==> src/rtl/ip_address_text_classifier_core_macros.svh <==
// Assertion macros used by the address text classifier RTL.
`ifndef IP_ADDRESS_TEXT_CLASSIFIER_CORE_MACROS_SVH
`define IP_ADDRESS_TEXT_CLASSIFIER_CORE_MACROS_SVH

// Same-cycle implication, disabled while reset is asserted.
`define IPCLS_ASSERT_NOW(label, clk, rst_n, ante, cons) \
  label: assert property (@(posedge clk) disable iff (!(rst_n)) (ante) |-> (cons)) \
    else $error("assertion failed");

// Next-cycle implication, disabled while reset is asserted.
`define IPCLS_ASSERT_NEXT(label, clk, rst_n, ante, cons) \
  label: assert property (@(posedge clk) disable iff (!(rst_n)) (ante) |=> (cons)) \
    else $error("assertion failed");

`endif

==> src/rtl/ipcls_pkg.sv <==
// Types and constants of the address text classifier.
`timescale 1ns / 1ps
package ipcls_pkg;

  typedef enum logic [1:0] {
    CLASS_V4   = 2'd0,
    CLASS_V6   = 2'd1,
    CLASS_NONE = 2'd2
  } addr_class_e;

  localparam logic [7:0] CHAR_DOT   = 8'h2E;
  localparam logic [7:0] CHAR_COLON = 8'h3A;
  localparam logic [7:0] CHAR_ZERO  = 8'h30;
  localparam logic [7:0] CHAR_NINE  = 8'h39;
  localparam logic [7:0] CHAR_UC_A  = 8'h41;
  localparam logic [7:0] CHAR_UC_F  = 8'h46;
  localparam logic [7:0] CHAR_LC_A  = 8'h61;
  localparam logic [7:0] CHAR_LC_F  = 8'h66;

  localparam logic [7:0]  DEC_MAX_VALUE  = 8'd255;
  localparam logic [1:0]  DEC_MAX_DIGITS = 2'd3;
  localparam logic [2:0]  HEX_MAX_DIGITS = 3'd4;
  localparam logic [2:0]  DEC_LAST_GROUP = 3'd3;
  localparam logic [3:0]  HEX_LAST_GROUP = 4'd7;
  localparam logic [2:0]  DEC_GROUP_SAT  = 3'd7;
  localparam logic [3:0]  HEX_GROUP_SAT  = 4'd15;

  typedef struct packed {
    logic       dec_alive;
    logic [2:0] dec_groups;
    logic [1:0] dec_digits;
    logic [7:0] dec_value;
    logic       dec_zero;
    logic       hex_alive;
    logic [3:0] hex_groups;
    logic [2:0] hex_digits;
  } scan_state_t;

  localparam scan_state_t SCAN_RESET = '{
    dec_alive:  1'b1,
    dec_groups: 3'd0,
    dec_digits: 2'd0,
    dec_value:  8'd0,
    dec_zero:   1'b0,
    hex_alive:  1'b1,
    hex_groups: 4'd0,
    hex_digits: 3'd0
  };

endpackage

==> src/rtl/ip_address_text_classifier_core.sv <==
// Top level of the IPv4 / IPv6 address text classifier.
// A final character sits in the input register before its result is registered.
// Throughput: one character per cycle unless a final one waits on an untaken result.
// The checker state and input register advance together, so strings run back to back.
// Reset: rst_ni clears the scan state to "both forms alive", empties both registers.
`timescale 1ns / 1ps
`include "ip_address_text_classifier_core_macros.svh"
module ip_address_text_classifier_core (
  input  logic       clk_i,
  input  logic       rst_ni,
  input  logic       in_valid_i,
  output logic       in_ready_o,
  input  logic [7:0] char_code_i,
  input  logic       last_char_i,
  output logic       out_valid_o,
  input  logic       out_ready_i,
  output logic [1:0] address_class_o
);
  import ipcls_pkg::*;

  // Input register: one character beat waiting to be scanned.
  logic        in_valid_q, in_valid_d;
  logic [7:0]  char_q;
  logic        last_q;

  // Running scan state of the current string.
  scan_state_t state_q, state_d, state_next;
  addr_class_e class_next;

  // Result register.
  logic        out_valid_q, out_valid_d;
  addr_class_e class_q;

  logic advance;   // the held character is folded into the scan state this cycle
  logic in_take;   // a new character beat is accepted this cycle
  logic finish;    // the held character ends its string

  ipcls_step u_step (
    .state_i     (state_q),
    .char_code_i (char_q),
    .state_o     (state_next),
    .class_o     (class_next)
  );

  // A non-final character never waits on the result side; a final one waits
  // only while an earlier result is still held and not being taken.
  assign advance = in_valid_q && (!last_q || !out_valid_q || out_ready_i);
  assign finish  = advance && last_q;

  // Take a new beat whenever the input register is empty or draining.
  assign in_ready_o = !in_valid_q || advance;
  assign in_take    = in_valid_i && in_ready_o;

  always_comb begin
    in_valid_d = in_valid_q;
    if (in_take) begin
      in_valid_d = 1'b1;
    end else if (advance) begin
      in_valid_d = 1'b0;
    end
  end

  // Fold the character in; drop back to the reset state after the final one.
  always_comb begin
    state_d = state_q;
    if (finish) begin
      state_d = SCAN_RESET;
    end else if (advance) begin
      state_d = state_next;
    end
  end

  // Hold the result until the consumer takes it.
  always_comb begin
    out_valid_d = out_valid_q;
    if (finish) begin
      out_valid_d = 1'b1;
    end else if (out_ready_i) begin
      out_valid_d = 1'b0;
    end
  end

  always_ff @(posedge clk_i or negedge rst_ni) begin
    if (!rst_ni) begin
      in_valid_q  <= 1'b0;
      state_q     <= SCAN_RESET;
      out_valid_q <= 1'b0;
    end else begin
      in_valid_q  <= in_valid_d;
      state_q     <= state_d;
      out_valid_q <= out_valid_d;
    end
  end

  // Payload registers: no reset needed.
  always_ff @(posedge clk_i) begin
    if (in_take) begin
      char_q <= char_code_i;
      last_q <= last_char_i;
    end
    if (finish) begin
      class_q <= class_next;
    end
  end

  assign out_valid_o     = out_valid_q;
  assign address_class_o = class_q;

  // A string end always restarts the checkers from their reset state.
  `IPCLS_ASSERT_NEXT(a_reset_after_last, clk_i, rst_ni, finish, state_q == SCAN_RESET)
  // A dead form stays dead until the string ends.
  `IPCLS_ASSERT_NEXT(a_dec_stays_dead, clk_i, rst_ni,
                     !state_q.dec_alive && !finish, !state_q.dec_alive)
  `IPCLS_ASSERT_NEXT(a_hex_stays_dead, clk_i, rst_ni,
                     !state_q.hex_alive && !finish, !state_q.hex_alive)
  // Backpressure on the input side only comes from a held character.
  `IPCLS_ASSERT_NOW(a_ready_when_empty, clk_i, rst_ni, !in_valid_q, in_ready_o)
  // A shown result is never the unused class code.
  `IPCLS_ASSERT_NOW(a_class_legal, clk_i, rst_ni, out_valid_q,
                    class_q == CLASS_V4 || class_q == CLASS_V6 || class_q == CLASS_NONE)

endmodule

==> src/rtl/ipcls_step.sv <==
// Per-character update of both address form checkers and the final verdict.
`timescale 1ns / 1ps
module ipcls_step (
  input  ipcls_pkg::scan_state_t state_i,
  input  logic [7:0]             char_code_i,
  output ipcls_pkg::scan_state_t state_o,
  output ipcls_pkg::addr_class_e class_o
);
  import ipcls_pkg::*;

  logic        is_dec;
  logic        is_hex;
  logic [3:0]  digit;
  logic [11:0] dec_next_value;

  assign is_dec = char_code_i inside {[CHAR_ZERO:CHAR_NINE]};
  assign is_hex = is_dec || (char_code_i inside {[CHAR_UC_A:CHAR_UC_F], [CHAR_LC_A:CHAR_LC_F]});
  assign digit  = char_code_i[3:0];
  // value * 10 + digit as shifts and adds
  assign dec_next_value = {1'b0, state_i.dec_value, 3'b000}
                        + {3'b000, state_i.dec_value, 1'b0}
                        + {8'd0, digit};

  always_comb begin
    state_o = state_i;
    // dotted-decimal form
    if (state_i.dec_alive) begin
      if (char_code_i == CHAR_DOT) begin
        if (state_i.dec_digits == 2'd0) begin
          state_o.dec_alive = 1'b0;
        end else begin
          if (state_i.dec_groups != DEC_GROUP_SAT) begin
            state_o.dec_groups = state_i.dec_groups + 3'd1;
          end
          state_o.dec_digits = 2'd0;
          state_o.dec_value  = 8'd0;
          state_o.dec_zero   = 1'b0;
        end
      end else if (is_dec) begin
        if (state_i.dec_digits >= DEC_MAX_DIGITS) begin
          state_o.dec_alive = 1'b0;
        end else if (state_i.dec_digits != 2'd0 && state_i.dec_zero) begin
          state_o.dec_alive = 1'b0;
        end else if (dec_next_value > {4'd0, DEC_MAX_VALUE}) begin
          state_o.dec_alive = 1'b0;
        end else begin
          if (state_i.dec_digits == 2'd0) begin
            state_o.dec_zero = (char_code_i == CHAR_ZERO);
          end
          state_o.dec_value  = dec_next_value[7:0];
          state_o.dec_digits = state_i.dec_digits + 2'd1;
        end
      end else begin
        state_o.dec_alive = 1'b0;
      end
    end
    // colon-hex form
    if (state_i.hex_alive) begin
      if (char_code_i == CHAR_COLON) begin
        if (state_i.hex_digits == 3'd0) begin
          state_o.hex_alive = 1'b0;
        end else begin
          if (state_i.hex_groups != HEX_GROUP_SAT) begin
            state_o.hex_groups = state_i.hex_groups + 4'd1;
          end
          state_o.hex_digits = 3'd0;
        end
      end else if (is_hex) begin
        if (state_i.hex_digits >= HEX_MAX_DIGITS) begin
          state_o.hex_alive = 1'b0;
        end else begin
          state_o.hex_digits = state_i.hex_digits + 3'd1;
        end
      end else begin
        state_o.hex_alive = 1'b0;
      end
    end
  end

  always_comb begin
    if (state_o.dec_alive && state_o.dec_digits != 2'd0 &&
        state_o.dec_groups == DEC_LAST_GROUP) begin
      class_o = CLASS_V4;
    end else if (state_o.hex_alive && state_o.hex_digits != 3'd0 &&
                 state_o.hex_groups == HEX_LAST_GROUP) begin
      class_o = CLASS_V6;
    end else begin
      class_o = CLASS_NONE;
    end
  end

endmodule

==> config.mk <==
export PLATFORM = sky130hd
export DESIGN_NAME = ip_address_text_classifier_core
export DESIGN_NICKNAME = d
export VERILOG_FILES = /design/src/rtl/ipcls_pkg.sv /design/src/rtl/ip_address_text_classifier_core.sv /design/src/rtl/ipcls_step.sv
export VERILOG_INCLUDE_DIRS = /design/src /design/src/rtl
export SDC_FILE = /design/constraint.sdc
export NUM_CORES = 1
export LEC_CHECK = 0
export BUFFER_PORTS_ARGS = -buffer_cell sky130_fd_sc_hd__buf_2
export CAP_MARGIN = 15
export CORE_MARGIN = 1.5
export CORE_UTILIZATION = 30
export DETAILED_ROUTE_END_ITERATION = 12
export GPL_ROUTABILITY_DRIVEN = 0
export PLACE_DENSITY_LB_ADDON = 0.25
export REMOVE_ABC_BUFFERS = 1
export SLEW_MARGIN = 25
export SYNTH_ARGS = -nofsm -noshare
export SYNTH_HDL_FRONTEND = slang
export SYNTH_SLANG_ARGS = --single-unit
==> constraint.sdc <==
create_clock -name clk_i -period 4 [get_ports clk_i]
set_input_delay 0.6 -clock clk_i [delete_from_list [all_inputs] [get_ports clk_i]]
set_output_delay 0.6 -clock clk_i [all_outputs]
set_load 0.03 [all_outputs]
==> summary.md <==
| Metric | Value |
|---|---|
| Pwr/cell area | about 290 nW/um2 |
| Hpwl dp | 3.70 mm |
| Async set-reset flop share out of synthesis | between 60% and 70% |
| Avg Inst Size Synth | roughly 10 um2 |
| Post-layout util | roughly a third |
| Total GRT Usage | 12.4% |
| Die H | between 90 and 100 um |
| Antenna cells | 0 |
| Min Tclk post-route | approximately 3.4 ns |
| Met3 usage | 3.20% |
| Setup CP Type | flop to flop |
| Top cells by count, synth | dfrtp_1 (23), ha_1 (21), nand2_1 (19), nor2_1 (19), inv_1 (14) |
| Via count | 1823 |
| Top cells by area, synth | dfrtp_1 (24%), edfxtp_1 (14%), ha_1 (11%) |
| Proportion of layout cells with a drive suffix above 1 | roughly 16% |
| Outcome | finished, final reports clean |
| Grt met2 use | approximately 20% |
| Skew final | roughly 0.0039 ns |
| GRT Max-Usage Layer | met2 |
| Drt drc | 0 |
| Top Ports | 17 |
| Crit end category | flop |
| Pin count of the biggest net entering global routing | 26 |
| Compound-Gate Fraction of Synth Area | a little over a fifth |
| DR iter-0 viols | around 120 |
| Synth Warn # | 0 |
| Cell accounting for the most synthesized area | dfrtp_1 |
| First-pass GRT wire length | ~8.4 mm |
| Fin area | 2650 um2 |
| Final setup vio count | 0 |
| Critical R2R Launch | char_q[3] |
| Worst-path maximum fanout | 9 |
| TritonCTS Buffers | 5 |
| Final period utilization | between 80% and 90% |
| Reg clk slew, reported paths | ~0.070 ns |
| Crit path launch type | flop |
| Main combinational cell family by area after synthesis | compound AO/OA/AOI/OAI gates |
| DR pass1 iterations | 4 |
| Final ANT Viol Nets | 0 |
| Hold Vio Cnt, Final | 0 |
| Met1 usage | 16.4% |
| Avg Vias per Cell | between 5 and 6 |
| CTS-repair resized insts | 0 |
| Synth Instances | 229 |
| Fmax | around 0.29 GHz |
| Clock root cell | clkbuf_8 |
| DIE AREA | roughly 8600 um2 |
| Placed insts | 343 |
| Initial antenna violation count | 0 |
| Reg2Reg Depth | 11 |
| Vias in the first global route | approximately 1800 |
| Crit path DAT | around 3.6 ns |
| Post-synthesis sequential area ratio | between 30% and 40% |
| R2r setup slk | 0.57 ns |
| XOR/XNOR Fraction of Synth Area | about 1.1% |
| Post-synth top area share | between 20% and 30% |
| Ys flop type | dfrtp_1 |
| Row cnt | 32 |
| Clock tree buffer depth | 2 |
| Hold_ws | between 0.3 and 0.4 ns |
| Layout Cells excl Fill | between 300 and 400 |
| Worst-Margin Slew | approximately 0.64 ns |
| Fill cell count | just under 800 |
| CTS tree | done |
| CTS H-tree lvls | 2 |
| Worst min path class | input pin to async pin |
| Final nets | around 280 |
| Hold buffers post-CTS | 0 |
| Core area | roughly 7700 um2 |
| Setup Buffers After CTS | 0 |
| Worst reg2reg path endpoint | state_q[18] |
| EDFF count, synth | 11 |
| Port bufs | 16 |
| Data required, critical path | around 4.2 ns |
| Slew headroom | between 50% and 60% |
| Mux contribution to synthesized area | 0.833% |
| CTS Sinks | 36 |
| P_leak | around 0.0011 uW |
| Top-count cell post-synth | dfrtp_1 |
| Peak VDD IR | 0.160 mV |
| Post-synth cell types | 60 |
| Detailed Route WL | around 5 mm |
| Clock latency on the worst-skew pair | between 0.2 and 0.3 ns |
| Synth Area in Simple Gates | slightly above 20% |
| Adder-cell share of the synthesized area | about an eighth |
| Initial Util | a little under a third |
| Placed inst area | about 2600 um2 |
| Avg WL per Cell | 14.0 um |
| Max Cap Viol | 0 |
| #FFs+latches synth | 36 |
| Die Wd | 92.5 um |
| Grt total ovfl | 0 |
| Setup TNS Final | 0 ns |
| Netlist Area Pre-Place | 2400 um2 |
| Slew Viols, Final | 0 |
| RSZ-0062 raised after global routing | false |
| Area grow syn2layout | 10.4% |
registers in the layout, summed over array words and instances, names as in the netlist:
register	count
in_valid_q	1
state_q	23
last_q	1
address_class_o	2
char_q	8
out_valid_o	1
layout make-up:
type                            count  area (um2)  area share [%]
Multi-Input combinational cell    175        1350            50.7
Sequential cell                    36         958            36.1
Timing Repair Buffer               16        80.1            3.02
Clock buffer                        8        90.1            3.39
Tap cell                          102         128            4.81
Inverter                           14        52.6            1.98
worst max-delay path, stage by stage (launching register included):
cell	delay (ns)
edfxtp_1	0.41
inv_1	0.08
fa_1	0.53
inv_1	0.06
fa_1	0.49
a211oi_1	0.33
o21ai_2	0.13
o221ai_2	0.18
o2111ai_1	0.19
nor3_1	0.20
nor3b_2	0.54
a22o_1	0.22
placed cells by master (no fill, tap or decap), types with 3 or more instances in the layout:
cell type and n:
nor3_1 6, nand2_1 19, inv_1 14, buf_2 16, nor2b_1 5, clkbuf_8 6
a21oi_1 7, nand2b_1 3, ha_1 21, o21ai_1 6, nor2_1 19, a211oi_1 4
o21ai_0 7, nand3_1 11, dfrtp_1 23, nor3b_1 3, a22o_1 10, edfxtp_1 11
routing by layer:
metal / vias up / share of wire [%]
met1: 886 / 48
li1: 901 / -
met3: 2 / 3.1
met2: 34 / 48
met5: - / 0
met4: 0 / 0.61
power by group:
group          internal, uW  switching [uW]  total (uW)  leakage [uW]
Combinational          30.5            48.2        78.7      0.000648
Sequential              399            17.8         417      0.000440
Clock                   141             124         265     0.0000455
Total                   570             190         760       0.00113
worst max-delay path by stage:
stage,from,endpoint,cells past startpoint
after floorplan,char_q[3],state_q[10],11
after global placement,char_q[3],state_q[16],11
after detailed placement,char_q[3],state_q[18],11
after CTS,char_q[3],state_q[18],11
after global routing,char_q[3],state_q[9],11
final,char_q[3],state_q[18],11
logic make-up (layout without fill, tap and decap cells):
family          after synthesis  after routing
flops                        36             36
simple gates                 83             83
compound gates               64             64
mux                           2              2
fa+ha+maj                    23             23
xor+xnor                      3              3
buf+inv                      18             38
through the flow:
step	setup slack [ns]	total power (uW)
5_1_grt	0.296	801
2_1_floorplan	0.842	473
3_5_place_dp	0.573	503
4_1_cts	0.566	771
6_report	0.571	760
3_3_place_gp	0.670	502
(Power assumes the default switching activity.)
